### src/sv/ps2mpt_pkg.sv
// Shared types, constants and helpers for the PS/2 mouse position tracker.
package ps2mpt_pkg;

  localparam int CFG_W       = 9;    // widest configuration register
  localparam int CFG_IDX_W   = 2;
  localparam int BYTE_W      = 8;
  localparam int BUTTON_W    = 3;
  localparam int CELL_W      = 8;
  localparam int DELTA_W     = 14;   // scaled delta, also holds the negated Y move
  localparam int SCALED_W    = 18;   // byte times speed, before the divide by eight

  localparam int SYNC_BIT    = 3;
  localparam int X_OVF_BIT   = 6;
  localparam int Y_OVF_BIT   = 7;

  localparam int COUNT_MAX   = 256;
  localparam int SPEED_RESET = 240;
  localparam int COLS_RESET  = 80;
  localparam int ROWS_RESET  = 25;
  localparam int X_HOME_CELL = 40;
  localparam int Y_HOME_CELL = 12;

  typedef enum logic [CFG_IDX_W-1:0] {
    REG_SPEED   = 2'd0,
    REG_COLUMNS = 2'd1,
    REG_ROWS    = 2'd2
  } cfg_reg_e;

  typedef enum logic [1:0] {
    PH_FLAG = 2'd0,
    PH_X    = 2'd1,
    PH_Y    = 2'd2
  } phase_e;

  typedef struct packed {
    logic                     we;
    logic [CFG_IDX_W-1:0]     idx;
    logic [CFG_W-1:0]         data;
  } cfg_wr_t;

  typedef struct packed {
    logic signed [DELTA_W-1:0] dx;
    logic signed [DELTA_W-1:0] dy;      // already negated: added to the row position
    logic [BUTTON_W-1:0]       buttons;
  } pkt_t;

  // Clamp a written value into 1..256.
  function automatic logic [CFG_W-1:0] sat_count(input logic [CFG_W-1:0] v);
    logic [CFG_W-1:0] r;
    if (v == '0) begin
      r = CFG_W'(1);
    end else if (int'(v) > COUNT_MAX) begin
      r = CFG_W'(COUNT_MAX);
    end else begin
      r = v;
    end
    return r;
  endfunction

endpackage

### src/sv/ps2_mouse_packet_position_tracker.sv
// Top level: PS/2 mouse packet framer and clamped pointer position tracker.
// Path: the third packet byte passes the byte register, the scaled packet register,
// the position register and the output register before its result is valid.
// Throughput: one byte per cycle when not stalled; at most one result every 3 bytes.
// Reset: asynchronous, clears the framer and restores speed 240, 80 x 25 cells
// and the pointer at column 40, row 12; no clearing pass, ready right after reset.
module ps2_mouse_packet_position_tracker #(
  parameter int SUBCELL_SCALE = 8
) (
  input  logic                                    clk_i,
  input  logic                                    rst_ni,
  input  logic                                    in_valid_i,
  output logic                                    in_stall_o,
  input  logic [ps2mpt_pkg::BYTE_W-1:0]           mouse_byte_i,
  output logic                                    out_valid_o,
  input  logic                                    out_stall_i,
  output logic [ps2mpt_pkg::CELL_W-1:0]           column_o,
  output logic [ps2mpt_pkg::CELL_W-1:0]           row_o,
  output logic [ps2mpt_pkg::BUTTON_W-1:0]         button_bits_o,
  input  logic                                    cfg_we_i,
  input  logic [ps2mpt_pkg::CFG_IDX_W-1:0]        cfg_idx_i,
  input  logic [ps2mpt_pkg::CFG_W-1:0]            cfg_wdata_i
);

  localparam int POS_W = $clog2(ps2mpt_pkg::COUNT_MAX * SUBCELL_SCALE);

  ps2mpt_pkg::cfg_wr_t             cfg;
  ps2mpt_pkg::pkt_t                pkt;
  logic                            pkt_vld, pkt_rdy;
  logic                            res_vld, res_rdy;
  logic [POS_W-1:0]                x_pos, y_pos;
  logic [ps2mpt_pkg::BUTTON_W-1:0] buttons;

  assign cfg.we   = cfg_we_i;
  assign cfg.idx  = cfg_idx_i;
  assign cfg.data = cfg_wdata_i;

  ps2mpt_frame u_frame (
    .clk_i        (clk_i),
    .rst_ni       (rst_ni),
    .in_valid_i   (in_valid_i),
    .in_stall_o   (in_stall_o),
    .mouse_byte_i (mouse_byte_i),
    .cfg_i        (cfg),
    .pkt_rdy_i    (pkt_rdy),
    .pkt_vld_o    (pkt_vld),
    .pkt_o        (pkt)
  );

  ps2mpt_track #(
    .SUBCELL_SCALE (SUBCELL_SCALE)
  ) u_track (
    .clk_i     (clk_i),
    .rst_ni    (rst_ni),
    .cfg_i     (cfg),
    .pkt_vld_i (pkt_vld),
    .pkt_i     (pkt),
    .pkt_rdy_o (pkt_rdy),
    .res_rdy_i (res_rdy),
    .res_vld_o (res_vld),
    .x_pos_o   (x_pos),
    .y_pos_o   (y_pos),
    .buttons_o (buttons)
  );

  ps2mpt_out #(
    .SUBCELL_SCALE (SUBCELL_SCALE)
  ) u_out (
    .clk_i         (clk_i),
    .rst_ni        (rst_ni),
    .res_vld_i     (res_vld),
    .res_rdy_o     (res_rdy),
    .x_pos_i       (x_pos),
    .y_pos_i       (y_pos),
    .buttons_i     (buttons),
    .out_valid_o   (out_valid_o),
    .out_stall_i   (out_stall_i),
    .column_o      (column_o),
    .row_o         (row_o),
    .button_bits_o (button_bits_o)
  );

endmodule

### src/sv/ps2mpt_frame.sv
// Byte input register, 3-byte packet framer and delta scaling.
module ps2mpt_frame (
  input  logic                                clk_i,
  input  logic                                rst_ni,
  input  logic                                in_valid_i,
  output logic                                in_stall_o,
  input  logic [ps2mpt_pkg::BYTE_W-1:0]       mouse_byte_i,
  input  ps2mpt_pkg::cfg_wr_t                 cfg_i,
  input  logic                                pkt_rdy_i,
  output logic                                pkt_vld_o,
  output ps2mpt_pkg::pkt_t                    pkt_o
);

  localparam int DW = ps2mpt_pkg::DELTA_W;
  localparam int SW = ps2mpt_pkg::SCALED_W;
  localparam int BW = ps2mpt_pkg::BYTE_W;

  logic                          byte_vld_q, byte_vld_d;
  logic [BW-1:0]                 byte_q;
  ps2mpt_pkg::phase_e            phase_q, phase_d;
  logic [BW-1:0]                 flag_q;
  logic [BW-1:0]                 xbyte_q;
  logic [ps2mpt_pkg::CFG_W-1:0]  speed_q;
  logic                          pkt_vld_q, pkt_vld_d;
  ps2mpt_pkg::pkt_t              pkt_q, pkt_d;

  logic pkt_free, in_rdy;
  logic byte_take, flag_ld, x_ld, pkt_ld;
  logic [BW-1:0] dx_raw, dy_raw;

  // d * speed / 8, truncated toward zero
  function automatic logic signed [DW-1:0] scale(input logic [BW-1:0] d,
                                                 input logic [ps2mpt_pkg::CFG_W-1:0] spd);
    logic signed [SW-1:0] prod;
    prod = SW'($signed(d)) * $signed({1'b0, spd});
    if (prod < 0) begin
      prod = prod + SW'(7);
    end
    return DW'(prod >>> 3);
  endfunction

  assign pkt_free = !pkt_vld_q || pkt_rdy_i;

  // framer outputs
  always_comb begin
    byte_take = 1'b0;
    flag_ld   = 1'b0;
    x_ld      = 1'b0;
    pkt_ld    = 1'b0;
    if (byte_vld_q) begin
      unique case (phase_q)
        ps2mpt_pkg::PH_FLAG: begin
          byte_take = 1'b1;
          flag_ld   = byte_q[ps2mpt_pkg::SYNC_BIT];
        end
        ps2mpt_pkg::PH_X: begin
          byte_take = 1'b1;
          x_ld      = 1'b1;
        end
        ps2mpt_pkg::PH_Y: begin
          byte_take = pkt_free;
          pkt_ld    = pkt_free;
        end
        default: begin
          byte_take = 1'b1;
        end
      endcase
    end
  end

  // framer next state; a flag byte without the sync bit is dropped
  always_comb begin
    phase_d = phase_q;
    if (byte_take) begin
      unique case (phase_q)
        ps2mpt_pkg::PH_FLAG: begin
          if (byte_q[ps2mpt_pkg::SYNC_BIT]) begin
            phase_d = ps2mpt_pkg::PH_X;
          end
        end
        ps2mpt_pkg::PH_X: begin
          phase_d = ps2mpt_pkg::PH_Y;
        end
        ps2mpt_pkg::PH_Y: begin
          phase_d = ps2mpt_pkg::PH_FLAG;
        end
        default: begin
          phase_d = ps2mpt_pkg::PH_FLAG;
        end
      endcase
    end
  end

  assign in_rdy     = !byte_vld_q || byte_take;
  assign in_stall_o = !in_rdy;

  always_comb begin
    byte_vld_d = byte_vld_q;
    if (in_valid_i && in_rdy) begin
      byte_vld_d = 1'b1;
    end else if (byte_take) begin
      byte_vld_d = 1'b0;
    end
  end

  assign dx_raw = flag_q[ps2mpt_pkg::X_OVF_BIT] ? '0 : xbyte_q;
  assign dy_raw = flag_q[ps2mpt_pkg::Y_OVF_BIT] ? '0 : byte_q;

  always_comb begin
    pkt_d         = pkt_q;
    pkt_vld_d     = pkt_vld_q;
    if (pkt_ld) begin
      pkt_d.dx      = scale(dx_raw, speed_q);
      pkt_d.dy      = -scale(dy_raw, speed_q);
      pkt_d.buttons = flag_q[ps2mpt_pkg::BUTTON_W-1:0];
      pkt_vld_d     = 1'b1;
    end else if (pkt_rdy_i) begin
      pkt_vld_d     = 1'b0;
    end
  end

  always_ff @(posedge clk_i or negedge rst_ni) begin
    if (!rst_ni) begin
      byte_vld_q <= 1'b0;
      phase_q    <= ps2mpt_pkg::PH_FLAG;
      flag_q     <= '0;
      xbyte_q    <= '0;
      speed_q    <= ps2mpt_pkg::CFG_W'(ps2mpt_pkg::SPEED_RESET);
      pkt_vld_q  <= 1'b0;
    end else begin
      byte_vld_q <= byte_vld_d;
      phase_q    <= phase_d;
      pkt_vld_q  <= pkt_vld_d;
      if (flag_ld) begin
        flag_q <= byte_q;
      end
      if (x_ld) begin
        xbyte_q <= byte_q;
      end
      if (cfg_i.we && cfg_i.idx == ps2mpt_pkg::REG_SPEED) begin
        speed_q <= ps2mpt_pkg::sat_count(cfg_i.data);
      end
    end
  end

  always_ff @(posedge clk_i) begin
    if (in_valid_i && in_rdy) begin
      byte_q <= mouse_byte_i;
    end
    pkt_q <= pkt_d;
  end

  assign pkt_vld_o = pkt_vld_q;
  assign pkt_o     = pkt_q;

  a_speed_range: assert property (@(posedge clk_i) disable iff (!rst_ni)
    speed_q != '0 && int'(speed_q) <= ps2mpt_pkg::COUNT_MAX)
    else $error("speed register out of range");

  a_pkt_from_third_byte: assert property (@(posedge clk_i) disable iff (!rst_ni)
    $rose(pkt_vld_q) |-> $past(phase_q) == ps2mpt_pkg::PH_Y)
    else $error("packet issued outside the third byte");

endmodule

### src/sv/ps2mpt_track.sv
// Sub-cell position registers, screen bounds and clamping.
module ps2mpt_track #(
  parameter int  SUBCELL_SCALE = 8,
  localparam int POS_W         = $clog2(ps2mpt_pkg::COUNT_MAX * SUBCELL_SCALE)
) (
  input  logic                                clk_i,
  input  logic                                rst_ni,
  input  ps2mpt_pkg::cfg_wr_t                 cfg_i,
  input  logic                                pkt_vld_i,
  input  ps2mpt_pkg::pkt_t                    pkt_i,
  output logic                                pkt_rdy_o,
  input  logic                                res_rdy_i,
  output logic                                res_vld_o,
  output logic [POS_W-1:0]                    x_pos_o,
  output logic [POS_W-1:0]                    y_pos_o,
  output logic [ps2mpt_pkg::BUTTON_W-1:0]     buttons_o
);

  localparam int DW    = ps2mpt_pkg::DELTA_W;
  localparam int CW    = ps2mpt_pkg::CFG_W;
  localparam int SUM_W = ((POS_W + 1 > DW) ? POS_W + 1 : DW) + 1;

  logic [POS_W-1:0]                x_q, x_d, y_q, y_d;
  logic [CW-1:0]                   cols_q, cols_d, rows_q, rows_d;
  logic                            res_vld_q, res_vld_d;
  logic [ps2mpt_pkg::BUTTON_W-1:0] btn_q;
  logic                            pkt_take;

  function automatic logic [POS_W-1:0] bound_of(input logic [CW-1:0] cnt);
    return POS_W'(int'(cnt) * SUBCELL_SCALE - 1);
  endfunction

  function automatic logic [POS_W-1:0] move_clamp(input logic [POS_W-1:0] pos,
                                                  input logic signed [DW-1:0] delta,
                                                  input logic [POS_W-1:0] bound);
    logic signed [SUM_W-1:0] sum;
    logic [POS_W-1:0]        r;
    sum = SUM_W'($signed({1'b0, pos})) + SUM_W'(delta);
    if (sum < 0) begin
      r = '0;
    end else if (sum > SUM_W'($signed({1'b0, bound}))) begin
      r = bound;
    end else begin
      r = POS_W'(sum);
    end
    return r;
  endfunction

  assign pkt_rdy_o = !res_vld_q || res_rdy_i;
  assign pkt_take  = pkt_vld_i && pkt_rdy_o;

  always_comb begin
    x_d       = x_q;
    y_d       = y_q;
    cols_d    = cols_q;
    rows_d    = rows_q;
    res_vld_d = res_vld_q;
    if (pkt_take) begin
      x_d       = move_clamp(x_q, pkt_i.dx, bound_of(cols_q));
      y_d       = move_clamp(y_q, pkt_i.dy, bound_of(rows_q));
      res_vld_d = 1'b1;
    end else begin
      if (res_rdy_i) begin
        res_vld_d = 1'b0;
      end
      // new bounds pull the pointer back on screen
      if (cfg_i.we && cfg_i.idx == ps2mpt_pkg::REG_COLUMNS) begin
        cols_d = ps2mpt_pkg::sat_count(cfg_i.data);
        if (x_q > bound_of(cols_d)) begin
          x_d = bound_of(cols_d);
        end
      end
      if (cfg_i.we && cfg_i.idx == ps2mpt_pkg::REG_ROWS) begin
        rows_d = ps2mpt_pkg::sat_count(cfg_i.data);
        if (y_q > bound_of(rows_d)) begin
          y_d = bound_of(rows_d);
        end
      end
    end
  end

  always_ff @(posedge clk_i or negedge rst_ni) begin
    if (!rst_ni) begin
      x_q       <= POS_W'(ps2mpt_pkg::X_HOME_CELL * SUBCELL_SCALE);
      y_q       <= POS_W'(ps2mpt_pkg::Y_HOME_CELL * SUBCELL_SCALE);
      cols_q    <= CW'(ps2mpt_pkg::COLS_RESET);
      rows_q    <= CW'(ps2mpt_pkg::ROWS_RESET);
      res_vld_q <= 1'b0;
      btn_q     <= '0;
    end else begin
      x_q       <= x_d;
      y_q       <= y_d;
      cols_q    <= cols_d;
      rows_q    <= rows_d;
      res_vld_q <= res_vld_d;
      if (pkt_take) begin
        btn_q <= pkt_i.buttons;
      end
    end
  end

  assign res_vld_o = res_vld_q;
  assign x_pos_o   = x_q;
  assign y_pos_o   = y_q;
  assign buttons_o = btn_q;

  a_x_in_bounds: assert property (@(posedge clk_i) disable iff (!rst_ni)
    x_q <= bound_of(cols_q))
    else $error("x position beyond column bound");

  a_y_in_bounds: assert property (@(posedge clk_i) disable iff (!rst_ni)
    y_q <= bound_of(rows_q))
    else $error("y position beyond row bound");

endmodule

### src/sv/ps2mpt_out.sv
// Sub-cell to cell conversion and the result output register.
module ps2mpt_out #(
  parameter int  SUBCELL_SCALE = 8,
  localparam int POS_W         = $clog2(ps2mpt_pkg::COUNT_MAX * SUBCELL_SCALE)
) (
  input  logic                                clk_i,
  input  logic                                rst_ni,
  input  logic                                res_vld_i,
  output logic                                res_rdy_o,
  input  logic [POS_W-1:0]                    x_pos_i,
  input  logic [POS_W-1:0]                    y_pos_i,
  input  logic [ps2mpt_pkg::BUTTON_W-1:0]     buttons_i,
  output logic                                out_valid_o,
  input  logic                                out_stall_i,
  output logic [ps2mpt_pkg::CELL_W-1:0]       column_o,
  output logic [ps2mpt_pkg::CELL_W-1:0]       row_o,
  output logic [ps2mpt_pkg::BUTTON_W-1:0]     button_bits_o
);

  // pos / SUBCELL_SCALE as (pos * RECIP) >> SHIFT_K, exact for every pos below 2**POS_W
  localparam int SHIFT_K = POS_W + $clog2(SUBCELL_SCALE);
  localparam int RECIP_W = POS_W + 1;
  localparam int PROD_W  = POS_W + RECIP_W;
  localparam logic [RECIP_W-1:0] RECIP =
    RECIP_W'(((2 ** SHIFT_K) + SUBCELL_SCALE - 1) / SUBCELL_SCALE);
  localparam int CLW = ps2mpt_pkg::CELL_W;

  logic              out_vld_q, out_vld_d;
  logic              load;
  logic [PROD_W-1:0] x_prod, y_prod;
  logic [CLW-1:0]    col_q, row_q;
  logic [ps2mpt_pkg::BUTTON_W-1:0] btn_q;

  assign res_rdy_o = !out_vld_q || !out_stall_i;
  assign load      = res_vld_i && res_rdy_o;

  assign x_prod = PROD_W'(x_pos_i) * PROD_W'(RECIP);
  assign y_prod = PROD_W'(y_pos_i) * PROD_W'(RECIP);

  always_comb begin
    out_vld_d = out_vld_q;
    if (load) begin
      out_vld_d = 1'b1;
    end else if (!out_stall_i) begin
      out_vld_d = 1'b0;
    end
  end

  always_ff @(posedge clk_i or negedge rst_ni) begin
    if (!rst_ni) begin
      out_vld_q <= 1'b0;
    end else begin
      out_vld_q <= out_vld_d;
    end
  end

  always_ff @(posedge clk_i) begin
    if (load) begin
      col_q <= x_prod[SHIFT_K +: CLW];
      row_q <= y_prod[SHIFT_K +: CLW];
      btn_q <= buttons_i;
    end
  end

  assign out_valid_o   = out_vld_q;
  assign column_o      = col_q;
  assign row_o         = row_q;
  assign button_bits_o = btn_q;

endmodule

### config.mk
export PLATFORM = sky130hd
export DESIGN_NAME = ps2_mouse_packet_position_tracker
export DESIGN_NICKNAME = d
export VERILOG_FILES = /design/src/sv/ps2mpt_pkg.sv /design/src/sv/ps2_mouse_packet_position_tracker.sv /design/src/sv/ps2mpt_frame.sv /design/src/sv/ps2mpt_track.sv /design/src/sv/ps2mpt_out.sv
export SDC_FILE = /design/constraint.sdc
export NUM_CORES = 1
export LEC_CHECK = 0
export BUFFER_PORTS_ARGS = -buffer_cell sky130_fd_sc_hd__buf_2
export CAP_MARGIN = 20
export CORE_MARGIN = 4
export CORE_UTILIZATION = 59
export CTS_BUF_LIST = sky130_fd_sc_hd__clkbuf_4 sky130_fd_sc_hd__clkbuf_8
export CTS_CLUSTER_SIZE = 30
export DETAILED_ROUTE_END_ITERATION = 10
export PLACE_DENSITY = 0.81
export SLEW_MARGIN = 10
export SYNTH_ARGS = -nofsm -noshare
export SYNTH_HDL_FRONTEND = slang
export SYNTH_SLANG_ARGS = --single-unit
export TNS_END_PERCENT = 10
### constraint.sdc
create_clock -name clk_i -period 6.1 [get_ports clk_i]
set_input_delay 0.915 -clock clk_i [delete_from_list [all_inputs] [get_ports clk_i]]
set_output_delay 0.915 -clock clk_i [all_outputs]
set_load 0.02 [all_outputs]
==> After elaboration in Yosys (flattened, before gate mapping) <==
Cells that the tools add are included.
{ "op_classes": {"add_sub_neg": 9, "multipliers": 2, "div_mod_pow": 0, "n_lt_le_gt_ge": 9, "n_eq_ne": 6, "shifts": 0, "muxes": 39, "n_bitwise": 1, "reduce_logical": 31} }
{ "op_table": {"columns": ["operator", "count"], "rows": [
  ["11-bit 2-to-1 mux", 10],
  ["17-bit 2-to-1 mux", 3],
  ["8-bit 2-to-1 mux", 6],
  ["11-bit by 1-bit subtractor with 11-bit output (second input constant)", 4],
  ["18-bit by 1-bit < comparator with 1-bit output (second input constant)", 2],
  ["8-bit by 10-bit multiplier with 18-bit output", 2],
  ["17-bit by 4-bit adder with 17-bit output (second input constant)", 2],
  ["12-bit by 14-bit adder with 15-bit output", 2],
  ["15-bit by 12-bit greater-than comparator with 1-bit output", 2],
  ["15-bit by 1-bit < comparator with 1-bit output (second input constant)", 2],
  ["11-bit greater-than comparator", 2],
  ["9-bit 2-to-1 mux", 2],
  ["1-bit 2-to-1 mux", 16],
  ["14-bit negation", 1],
  ["2-bit nonzero test", 7],
  ["2-bit AND reduction", 5],
  ["9-bit greater-than comparator (second input constant)", 1],
  ["9-bit logical NOT", 1],
  ["1-bit logical AND", 6],
  ["1-bit logical NOT", 6],
  ["2-bit by 1-bit == test with 1-bit output (second input constant)", 2],
  ["2-bit == test (second input constant)", 2],
  ["2-bit logical NOT", 2],
  ["1-bit logical OR", 4],
  ["4 further kinds", 5]
]} }
{ "word_totals": {"ff_bits": 130, "latchBits": 0, "ramBits": 0, "romBits": 0, "output_inout_bits": 21, "elab_cells": 117, "memories": 0} }

==> Logic depth before layout (Yosys ltp) <==
Gate-level depths: netlist of the first run.
{ "depth": {"word_depth": 10, "mapped_depth": 25} }

==> Modules after synthesis <==
From an unflattened synthesis of the first run, not the netlist that was laid out.
{ "unflattened": {"cells_unflattened": 1360, "area_unflattened_um2": 12792.3} }
{ "modules_own_cells": {"columns": ["mod", "instances", "cells_each", "area_each_um2", "seq_area_each_um2"], "rows": [
  ["ps2mpt_frame", 1, 827, 7995.2, 1826.8],
  ["ps2mpt_track", 1, 510, 4179.0, 1062.3],
  ["ps2mpt_out", 1, 23, 618.1, 595.6]
]} }

==> Worst setup path before layout of the first run <==
Ideal clock, no wire load.
{ "synth_timing": {"path_kind": "register to register", "start": "reg u_frame.flag_q[7]", "end": "reg u_frame.pkt_q (netlist bit u_frame.pkt_o[11]) (data pin)", "setup_time_ps": 266, "t_arrival_ps": 5999, "path_slack_ps": -165, "path_stages_with_launch": 26, "n_path_buf": 2, "synth_period_minus_slack_ps": 6265, "path_cell_list": "dfrtp_1 -> nand2b_1 -> clkbuf_1 -> nor2_1 -> fa_1 -> inv_1 -> fa_1 -> inv_1 -> fa_1 -> inv_1 -> fa_1 -> inv_1 -> ha_1 -> a2111oi_0 -> o21ai_0 -> nand4_1 -> mux2i_1 -> nor2_1 -> nor2_1 -> xnor2_1 -> ha_1 -> clkbuf_1 -> nand2_1 -> o2bb2a_2 -> o41ai_1 -> xnor2_1"} }
{ "synth_between": {"elab_chain_cells": 6, "word_cells_on_any_way": 7, "classes_between": "add/sub (2); mul (1); order compare (1); mux (3)"} }
{ "synth_rtl": {"columns": ["item", "line", "text"], "rows": [
  ["start: declaration", "ps2mpt_frame.sv:21", "logic [BW-1:0] flag_q;"],
  ["start signal: assignment", "ps2mpt_frame.sv:135", "flag_q <= byte_q;"],
  ["8-bit 2-to-1 mux *", "ps2mpt_frame.sv:107", "assign dy_raw = flag_q[ps2mpt_pkg::Y_OVF_BIT] ? '0 : byte_q;"],
  ["8-bit by 10-bit multiplier with 18-bit output *", "ps2mpt_frame.sv:35", "prod = SW'($signed(d)) * $signed({1'b0, spd});"],
  ["17-bit by 4-bit adder with 17-bit output / 18-bit by 1-bit < comparator with 1-bit output (equally long branches)", "ps2mpt_frame.sv:37, ps2mpt_frame.sv:36", null],
  ["17-bit 2-to-1 mux *", "ps2mpt_frame.sv:36", "if (prod < 0) begin"],
  ["17-bit 2-to-1 mux *", "ps2mpt_frame.sv:112", "if (pkt_ld) begin"],
  ["14-bit negation *", "ps2mpt_frame.sv:114", "pkt_d.dy = -scale(dy_raw, speed_q);"],
  ["end signal: assignment", "ps2mpt_frame.sv:150", "pkt_q <= pkt_d;"],
  ["end: declaration", "ps2mpt_frame.sv:25", "ps2mpt_pkg::pkt_t pkt_q, pkt_d;"]
]} }
Mark *: on every way between the ends. The rest lies on a longest branch, timed or not. The select of a mux whose other input is x is not followed.
A chain may end at the register's enable or synchronous reset.

==> Worst setup path in the final report of the first run <==
{ "layout_timing": {"start": "reg u_frame.flag_q[7]", "end": "reg u_frame.pkt_q (netlist bit u_frame.pkt_o[16]) (data pin)"} }
The elaborated chain is that of the path after synthesis.

==> results_dict.tcl, run 1 <==
set metrics [dict create \
    status "complete, no violations" \
    start_util 0.609 \
    wire_per_inst_um 16.7 \
    timing.rr.start "u_frame.flag_q[7]" \
    setup_viol 0 \
    p_switching_mw 2.77 \
    ys_ff_latch 127 \
    fillers 1615 \
    first_pass_iters 5 \
    dpl_cell_area_um2 13200 \
    p_seq_frac 0.236 \
    critical_path_depth 20 \
    max_stage_delay_ns 0.53 \
    num_vias 9514 \
    crit_slowest_cell "fa_1" \
    fin_cells 1656 \
    gp_congestion 0.935 \
    start_kind "flip-flop" \
    syn_nets 1561 \
    tightestPinTransition_ns 0.886 \
    cp_num_buf_inv 4 \
    finalHoldViolCount 0 \
    grt_usage 0.241 \
    dp_slack_ns 0.00289 \
    cp.required_ns 6.31 \
    synth_top_area_share 0.148 \
    min_path_type "flip-flop to flip-flop" \
    clockRootBuffer "clkbuf_8" \
    clk_latency_ns 0.46 \
    hpwl_um 22200 \
    cts_buffers 17 \
    synthArstFlopShare 0.543 \
    relSlewSlack 0.410 \
    drc 0 \
    cp_cell_sequence "buf_4 > nor2b_1 > buf_4 > and2_1 > ha_1 > fa_1 > ha_1 > inv_1 > fa_1 > inv_1 > ha_1 > fa_1 > a21oi_1 > o211ai_1 > o41ai_1 > xnor2_1 > nand3b_1 > or4_4 > nor3_2 > xnor2_1" \
    die_h_um 153 \
    power-per-cell-area_nw_per_um2 436 \
    cts-htree-levels 4 \
    drive_gt1_frac 0.131 \
    period_needed_ns 5.82 \
    yosysTopAreaCell "ha_1" \
    power_frac_clock 0.121 \
    synth_warnings 0 \
    cts_buffer_depth 2 \
    syn_area_um2 12500 \
    r2r_setup_slack_ns 0.28 \
    fin_skew_ns 0.0167 \
    synth-seq-area-share 0.279 \
    synth_cell_types 70 \
    clkTransAtPathRegs_ns 0.09 \
    switching_share 0.465 \
    arrival_ns 6.02 \
    holdPathEnd "u_out.button_bits_o[2]" \
    row_count 52 \
    ioPinCount 45 \
    grt_antenna_before_repair 0 \
    p_int_mw 3.19 \
    leakage_nw 6.50 \
    fin_ws_ns 0.283 \
    cts_hold_buf 0 \
    period_share 0.954 \
    place_inst 1622 \
    crit_fanout 8 \
    grt_max_degree 70 \
    reg2reg_depth 20 \
    tns_ns 0 \
    cp-end-kind "flip-flop" \
    grt_pass1_vias 9599 \
    antenna_cells 0 \
    design_area_um2 13700 \
    drtIter0Drc 551 \
    grt_overflow 0 \
    ant_nets 0 \
    maxSlewViolCount 0 \
    netlist_instances 1301 \
    die_w_um 153 \
    ir_worst_vdd_v 0.000242 \
    rr_endpoint "u_frame.pkt_o[16]" \
    postSynthAreaPerCell_um2 9.59 \
    nNetsFinal 1633 \
    synth_edf_count 58 \
    critPathTopFamily "adder cells" \
    ys_top_cells_by_area "ha_1 (15%), fa_1 (14%), edfxtp_1 (14%), dfrtp_1 (11%), inv_1 (4.8%)" \
    clock.fmax_mhz 172 \
    syn_to_final_growth_pct 9.55 \
    clock-sinks 127 \
    drt-vias-per-instance 5.75 \
    grt_pass1_wl_um 46400 \
    io_buffers 44 \
    hold_depth 0 \
    synthFlopType "edfxtp_1" \
    crit_type "flip-flop to flip-flop" \
    power.total_mw 5.96 \
    routed_wl_um 27700 \
    coreArea_um2 20500 \
    dieArea_um2 23500 \
    cap_violations 0 \
    cts_tree "yes" \
    comb_power_share 0.643 \
    min-delay-start "u_track.buttons_o[2]" \
]
[per-layer routing]
metal	up-vias	routed length, µm	GRT usage
met5	-	0	0
met4	0	636	0.0837
met3	53	1460	0.0427
met2	258	13500	0.409
met1	4635	12100	0.314
li1	4568	-	-
[power by group through the flow]
stage          Clock (mW)  Combinational [mW]  Sequential, mW
4_1_cts             0.730                3.78            1.40
5_1_grt             0.769                4.34            1.43
3_3_place_gp            0                3.60            1.41
2_1_floorplan           0                2.91            1.35
6_report            0.720                3.84            1.41
3_5_place_dp            0                3.74            1.42
[stage by stage]
step                      hold WS [ns]   util
after CTS                        0.455  0.662
final                            0.457  0.667
after global routing             0.469  0.667
after floorplan                  0.415      -
after global placement           0.421  0.643
after detailed placement         0.436  0.643
[cell usage after synthesis, types with 21 or more instances]
| cell type | count |
|---|---|
| o21ai_0 | 63 |
| nor2_1 | 74 |
| dfrtp_1 | 56 |
| ha_1 | 148 |
| inv_1 | 158 |
| nand2b_1 | 21 |
| clkbuf_1 | 25 |
| and2_1 | 87 |
| edfxtp_1 | 58 |
| fa_1 | 88 |
| xor2_1 | 22 |
| a21oi_1 | 53 |
| a21o_1 | 25 |
| xnor2_1 | 62 |
| nand2_1 | 117 |
[cell usage in the layout, fill, tap and decap left out, types with 5 or more instances in the layout]
cell and count:
a211oi_1 11, a21o_1 25, a21oi_1 52, a31oi_1 12
and2_1 87, buf_2 44, buf_4 36, clkbuf_8 17
dfrtp_1 55, dfstp_2 13, edfxtp_1 58, fa_1 88
ha_1 146, inv_1 158, inv_6 5, mux2_2 16
mux2i_1 13, nand2_1 117, nand2b_1 20, nand3_1 15
nand3b_1 7, nand4_1 13, nor2_1 73, nor2b_1 15
nor3_1 17, nor4_1 5, o21a_1 8, o21ai_0 61
o21bai_1 12, o22ai_1 7, or2_2 5, xnor2_1 62
xor2_1 22
[worst max path at each step]
stage	startpoint	end	slack [ns]
global placement	u_frame.flag_q[7]	u_frame.pkt_o[11]	0.16
floorplan	u_frame.flag_q[7]	u_frame.pkt_o[11]	0.07
global route	u_frame.flag_q[7]	u_frame.pkt_o[16]	-0.02
detailed placement	u_frame.flag_q[7]	u_frame.pkt_o[11]	0.003
finish	u_frame.flag_q[7]	u_frame.pkt_o[16]	0.28
CTS	u_frame.flag_q[7]	u_frame.pkt_o[13]	0.04
[registers in the layout (all words and copies together) (netlist names), 8 cells and up]
signal	flops
u_track.x_pos_o	11
u_frame.byte_q	8
u_frame.speed_q	9
u_frame.pkt_o	31
u_out.column_o	8
u_track.rows_q	8
u_out.row_o	8
u_frame.xbyte_q	8
u_track.cols_q	8
u_track.y_pos_o	11
[kinds of logic after synthesis]
kind of cell	after synthesis	synth area share
DFF	127	0.279
muxes	30	0.0257
and+or+nand+nor	405	0.168
xor gates and xnor gates	84	0.0590
buffers and inverters	186	0.0573
adders and majority gates	236	0.290
AOI/OAI and AO/OA	233	0.121
[timing repair]
action,CTS,global route
cloned,0,0
buffers inserted,0,1
pin swaps,0,5
setup endpoints to repair,1,11
hold endpoints to repair,0,0
gates resized for setup,1,17
[final cells by class]
| class | count | area, µm² | share of cell area |
|---|---|---|---|
| Multi-Input combinational cell | 988 | 8360 | 0.612 |
| Sequential cell | 127 | 3490 | 0.255 |
| Inverter | 158 | 593 | 0.0434 |
| Timing Repair Buffer | 81 | 505 | 0.0370 |
| Tap cell | 270 | 338 | 0.0247 |
| Clock buffer | 17 | 234 | 0.0171 |
| Clock inverter | 15 | 150 | 0.0110 |
Power figures use the tool's default switching activity.
==> inputs of run 2 (changes only) <==
==> constraint.sdc (replaced) <==
create_clock -name clk_i -period 5 [get_ports clk_i]
set_input_delay 0.75 -clock clk_i [delete_from_list [all_inputs] [get_ports clk_i]]
set_output_delay 0.75 -clock clk_i [all_outputs]
set_load 0.02 [all_outputs]
==> run 2 against run 1 <==
The run now ends with setup timing left. Count of clock-buffer cells in the layout up 2. Register-to-register slack worse by 0.97 ns. Routed wire length up 8.9%. Non-clock buffer count up 121. Hold slack better by 0.0018 ns. Via count up 5.8%. Maximum frequency up 2.2%. Sequential power up 23%. Critical path type unchanged. Critical endpoint is now u_frame.pkt_o[15]. Highest routed layer unchanged.
==> results_dict.tcl, run 2 (synthesized netlist as in run 1, its figures left out) <==
set metrics [dict create \
    tightestPinTransition_ns 0.877 \
    cp.required_ns 5.21 \
    dp_slack_ns -0.741 \
    crit_fanout 8 \
    fillers 1369 \
    route.layer.met1.wl_um 12200 \
    leakage_nw 7.21 \
    grt_max_degree 70 \
    clockRootBuffer "clkbuf_8" \
    cap_violations 0 \
    hpwl_um 23100 \
    grt_antenna_before_repair 0 \
    grt_pass1_vias 10300 \
    arrival_ns 5.90 \
    violations "setup timing" \
    grt_usage 0.253 \
    final_cell_mix "inv_1 (149), buf_4 (143), ha_1 (140), nand2_1 (115), fa_1 (84)" \
    antenna_cells 0 \
    setup_viol 20 \
    cts_buffer_depth 2 \
    period_share 1.14 \
    gp_congestion 0.937 \
    wl_met3_um 1980 \
    cts_hold_buf 0 \
    nNetsFinal 1754 \
    largest_reg_flops 31 \
    relSlewSlack 0.415 \
    start_util 0.609 \
    cp-end-kind "flip-flop" \
    fin_skew_ns 0.0177 \
    drc 0 \
    drt-vias-per-instance 5.66 \
    dr.max_layer_used "met4" \
    place_inst 1729 \
    grt_pass1_wl_um 49000 \
    power-per-cell-area_nw_per_um2 572 \
    row_count 52 \
    grt_overflow 0 \
    ioPinCount 45 \
    finalHoldViolCount 0 \
    fin_cells 1777 \
    die_w_um 153 \
    clock-sinks 127 \
    dpl_cell_area_um2 14100 \
    start_kind "flip-flop" \
    io_buffers 44 \
    dieArea_um2 23500 \
    final_common_cell "inv_1" \
    syn_to_final_growth_pct 20.2 \
    ir_worst_vdd_v 0.000293 \
    routed_wl_um 30100 \
    num_vias 10100 \
    coreArea_um2 20500 \
    wire_per_inst_um 16.9 \
    r2r_setup_slack_ns -0.69 \
    drtIter0Drc 742 \
    design_area_um2 15000 \
    crit_type "flip-flop to flip-flop" \
    cts_tree "yes" \
    die_h_um 153 \
    drive_gt1_frac 0.237 \
    first_pass_iters 5 \
    clock.fmax_mhz 176 \
    min_path_type "flip-flop to flip-flop" \
    period_needed_ns 5.69 \
    wl_met2_um 15100 \
    fin_ws_ns -0.689 \
    clkTransAtPathRegs_ns 0.08 \
    rsz0062_at_grt "yes" \
    status "complete, but fails checks" \
    cts-htree-levels 4 \
    ant_nets 0 \
    power.total_mw 8.58 \
    cts_buffers 17 \
    clk_latency_ns 0.46 \
    maxSlewViolCount 0 \
]
-- run 2: cell types whose count changed in the layout (fill, tap and decap cells not counted), sizes merged --
cell,change
buf,+121
bufinv,+2
clkbuf,+2
clkinv,+1
clkinvlp,-1
inv,-4
-- run 2: final cells by class --
| class | count | area, µm² | area share |
|---|---|---|---|
| tap | 270 | 338 | 0.0225 |
| timing repair buffer | 202 | 1470 | 0.0978 |
| sequential | 127 | 3490 | 0.233 |
| clock buffer | 19 | 255 | 0.0170 |
| clock inverter | 13 | 179 | 0.0119 |
| inverter | 158 | 593 | 0.0396 |
| multi-input combinational | 988 | 8670 | 0.578 |
-- run 2: worst max-delay path: stages, from the launching register on --
cell and delay (ns):
dfrtp_2 0.47, and2b_4 0.31, buf_4 0.12, nand2_2 0.06, fa_1 0.50, fa_1 0.51, inv_1 0.06, fa_1 0.53
inv_1 0.05, fa_1 0.49, inv_2 0.05, ha_4 0.16, a2111oi_4 0.28, o21ai_2 0.10, nand4_1 0.14, mux2i_2 0.31
nor2_4 0.09, xor2_2 0.17, inv_2 0.08, ha_4 0.19, buf_6 0.12, and3b_1 0.20, nand4_1 0.20, o22ai_2 0.16
xnor2_1 0.08
-- run 2: repair_timing --
action	in CTS	in global routing
gates cloned	0	0
setup endpoints to repair	24	39
pin swaps	28	32
buffers inserted	10	6
gates resized for setup	40	35
-- run 2: power by group --
part           leakage, nW  internal [mW]  switching [mW]  total, mW
registers             1.35           1.47           0.259       1.73
clock network        0.210          0.523           0.466      0.989
logic                 5.65           2.82            3.04       5.86
total                 7.21           4.82            3.76       8.58
-- run 2: through the flow --
stage / setup TNS, ns / utilization / hold WS [ns]
global route: -12.40 / 0.731 / 0.457
detailed placement: -8.20 / 0.689 / 0.430
global placement: -5.78 / 0.689 / 0.428
finish: -6.75 / 0.731 / 0.459
floorplan: -5.83 / - / 0.415
CTS: -6.12 / 0.722 / 0.453
-- run 2: final timing paths --
kind | from | end | cells after the start
setup / recovery | u_frame.flag_q[7] | u_frame.pkt_o[15] | 24
hold / removal | u_frame.pkt_o[2] | u_track.buttons_o[2] | 2
setup reg to reg | u_frame.flag_q[7] | u_frame.pkt_o[15] | 24
hold reg to reg | u_frame.pkt_o[2] | u_track.buttons_o[2] | 2
max in group asynchronous | rst_ni | u_frame.speed_q[3] | 2
min in group asynchronous | rst_ni | u_frame.flag_q[7] | 2
-- run 2: layer usage --
metal / up-vias / global-route usage
met2: 321 / 0.441
li1: 4827 / -
met4: 0 / 0.0799
met3: 66 / 0.0387
met5: - / 0
met1: 4851 / 0.326
==> inputs of run 3 (changes only) <==
--- a/config.mk
+++ b/config.mk
@@ -7,8 +7,10 @@
 export LEC_CHECK = 0
 export BUFFER_PORTS_ARGS = -buffer_cell sky130_fd_sc_hd__buf_2
 export CAP_MARGIN = 20
+export CELL_PAD_IN_SITES_DETAIL_PLACEMENT = 1
+export CELL_PAD_IN_SITES_GLOBAL_PLACEMENT = 2
 export CORE_MARGIN = 4
-export CORE_UTILIZATION = 59
+export CORE_UTILIZATION = 38
 export CTS_BUF_LIST = sky130_fd_sc_hd__clkbuf_4 sky130_fd_sc_hd__clkbuf_8
 export CTS_CLUSTER_SIZE = 30
 export DETAILED_ROUTE_END_ITERATION = 10
==> run 3 against run 2 <==
The flow still finishes with violations (setup timing). Clock power is 10% lower. Sequential power about the same. Clock skew is 0.012 ns higher. Flip-flop and latch count did not move. Register-to-register slack is essentially flat. Count of clock-buffer cells in the layout shrank 1. Critical path depth is the same. Core utilization is 26 points lower. Global-route usage fell by 5.7 points. Critical endpoint is now u_frame.pkt_o[13]. Largest power group unchanged.
==> results_dict.tcl, run 3 (synthesized netlist as in run 1, its figures left out) <==
set metrics [dict create \
    grt_antenna_before_repair 1 \
    rr_endpoint "u_frame.pkt_o[13]" \
    grt_usage 0.196 \
    period_share 1.14 \
    status "complete, but fails checks" \
    drc 0 \
    cp_cell_sequence "and2b_4 > and2_4 > fa_1 > inv_2 > fa_1 > inv_1 > fa_1 > inv_2 > fa_1 > inv_2 > ha_4 > a2111oi_4 > o21ai_2 > nand4_1 > mux2i_2 > nor2_4 > nor2_4 > xnor2_2 > ha_4 > nand2_4 > o2bb2a_4 > buf_4 > o31ai_2 > xnor2_1" \
    die_h_um 189 \
    gp_congestion 0.835 \
    first_pass_iters 4 \
    grt_pass1_wl_um 56200 \
    p_seq_frac 0.201 \
    cp.required_ns 5.22 \
    switching_share 0.450 \
    clk_latency_ns 0.48 \
    power_frac_clock 0.102 \
    clock.fmax_mhz 176 \
    io_buffers 44 \
    final_cell_mix "buf_4 (156), inv_1 (150), ha_1 (139), nand2_1 (115), fa_1 (87)" \
    grt_max_degree 51 \
    rsz0062_at_grt "yes" \
    max_stage_delay_ns 0.52 \
    power-per-cell-area_nw_per_um2 571 \
    design_area_um2 15300 \
    cap_violations 0 \
    largest_reg_flops 31 \
    register_area_um2 3490 \
    fin_skew_ns 0.0293 \
    r2r_setup_slack_ns -0.70 \
    power.total_mw 8.72 \
    p_switching_mw 3.93 \
    clockRootBuffer "clkbuf_8" \
    reg2reg_depth 24 \
    timing.rr.start "u_frame.flag_q[7]" \
    final_common_cell "buf_4" \
    crit_type "flip-flop to flip-flop" \
    cp_num_buf_inv 5 \
    num_vias 9942 \
    hpwl_um 27800 \
    finalHoldViolCount 0 \
    ant_nets 0 \
    comb_power_share 0.697 \
    crit_fanout 8 \
    grt_pass1_vias 10900 \
    cts_buffer_depth 2 \
    wire_per_inst_um 17.5 \
    tightestPinTransition_ns 0.680 \
    cts_tree "yes" \
    grt_overflow 0 \
    cp-end-kind "flip-flop" \
    clock-sinks 127 \
    maxSlewViolCount 0 \
    nNetsFinal 1767 \
    dieArea_um2 35800 \
    hold_ws_ns 0.209 \
    ir_worst_vdd_v 0.000217 \
    drtIter0Drc 401 \
    start_kind "flip-flop" \
    ioPinCount 45 \
    tns_ns -7.40 \
    violations "setup timing" \
    syn_to_final_growth_pct 22.5 \
    arrival_ns 5.92 \
    start_util 0.384 \
    fillers 3723 \
    multiInputGateArea_um2 8710 \
    p_int_mw 4.79 \
    critPathTopFamily "adder cells" \
    dpl_cell_area_um2 14400 \
    drive_gt1_frac 0.246 \
    drt-vias-per-instance 5.06 \
    fin_ws_ns -0.697 \
    die_w_um 189 \
    cts_buffers 17 \
    row_count 66 \
    cts-htree-levels 4 \
    cpMostUsedCell "fa_1" \
    period_needed_ns 5.70 \
    clkTransAtPathRegs_ns 0.11 \
    coreArea_um2 32500 \
    routed_wl_um 34300 \
    min_path_type "primary input to async pin" \
    crit_slowest_cell "fa_1" \
    leakage_nw 7.28 \
    relSlewSlack 0.547 \
    setup_viol 23 \
]
==> run 3: repair_timing <==
| item | CTS | global route |
|---|---|---|
| setup buffers | 8 | 11 |
| hold buffers | 0 | 0 |
| pin swaps | 18 | 28 |
| endpoints found under the hold margin | 0 | 0 |
| endpoints found under the setup margin | 25 | 32 |
| resized for setup | 27 | 56 |
==> run 3: worst reg2reg max path, delay by kind of cell (launching register included) <==
family | cells | cell delay (ns)
compound gates | 4 | 0.89
xor+xnor | 2 | 0.23
fa+ha+maj | 6 | 2.41
buf+inv | 5 | 0.31
flops | 1 | 0.48
mux | 1 | 0.32
simple gates | 6 | 0.80
==> run 3: worst max path at each step <==
stage / startpoint / end / slack (ns) / cells after the start
2_1_floorplan: u_frame.flag_q[7] / u_frame.pkt_o[11] / -0.65 / 24
3_3_place_gp: u_frame.flag_q[7] / u_frame.pkt_o[11] / -0.62 / 22
3_5_place_dp: u_frame.flag_q[7] / u_frame.pkt_o[11] / -0.83 / 23
4_1_cts: u_frame.flag_q[7] / u_frame.pkt_o[16] / -0.73 / 24
5_1_grt: u_frame.flag_q[7] / u_frame.pkt_o[15] / -0.98 / 25
6_report: u_frame.flag_q[7] / u_frame.pkt_o[13] / -0.70 / 24
==> run 3: area by class of cell <==
class / count / share of cell area
tap: 442 / 0.0362
multi-input combinational: 988 / 0.570
clock buffer: 18 / 0.0162
clock inverter: 14 / 0.00762
timing repair buffer: 215 / 0.102
sequential: 127 / 0.229
antenna: 1 / 0.000164
inverter: 158 / 0.0388
==> run 3: layer usage <==
layer	up-vias	GRT usage	share of wire
met5	-	0	0
met4	0	0.0605	0.021
met3	45	0.0317	0.028
met2	126	0.341	0.50
met1	4941	0.250	0.45
li1	4830	-	-
==> run 3: power groups by stage <==
stage	sequential, mW	clock [mW]	combinational (mW)
after floorplan	1.65	0	3.66
after global placement	1.75	0	5.41
final	1.75	0.890	6.08
after detailed placement	1.76	0	5.64
after global routing	1.78	0.967	6.80
after CTS	1.75	0.913	5.83
==> run 3: per-stage QoR <==
step	utilization	setup slack, ns	instances
4_1_cts	0.461	-0.729	1952
3_3_place_gp	0.444	-0.620	1912
6_report	0.471	-0.697	1963
2_1_floorplan	-	-0.648	1301
5_1_grt	0.471	-0.983	1963
3_5_place_dp	0.444	-0.833	1912
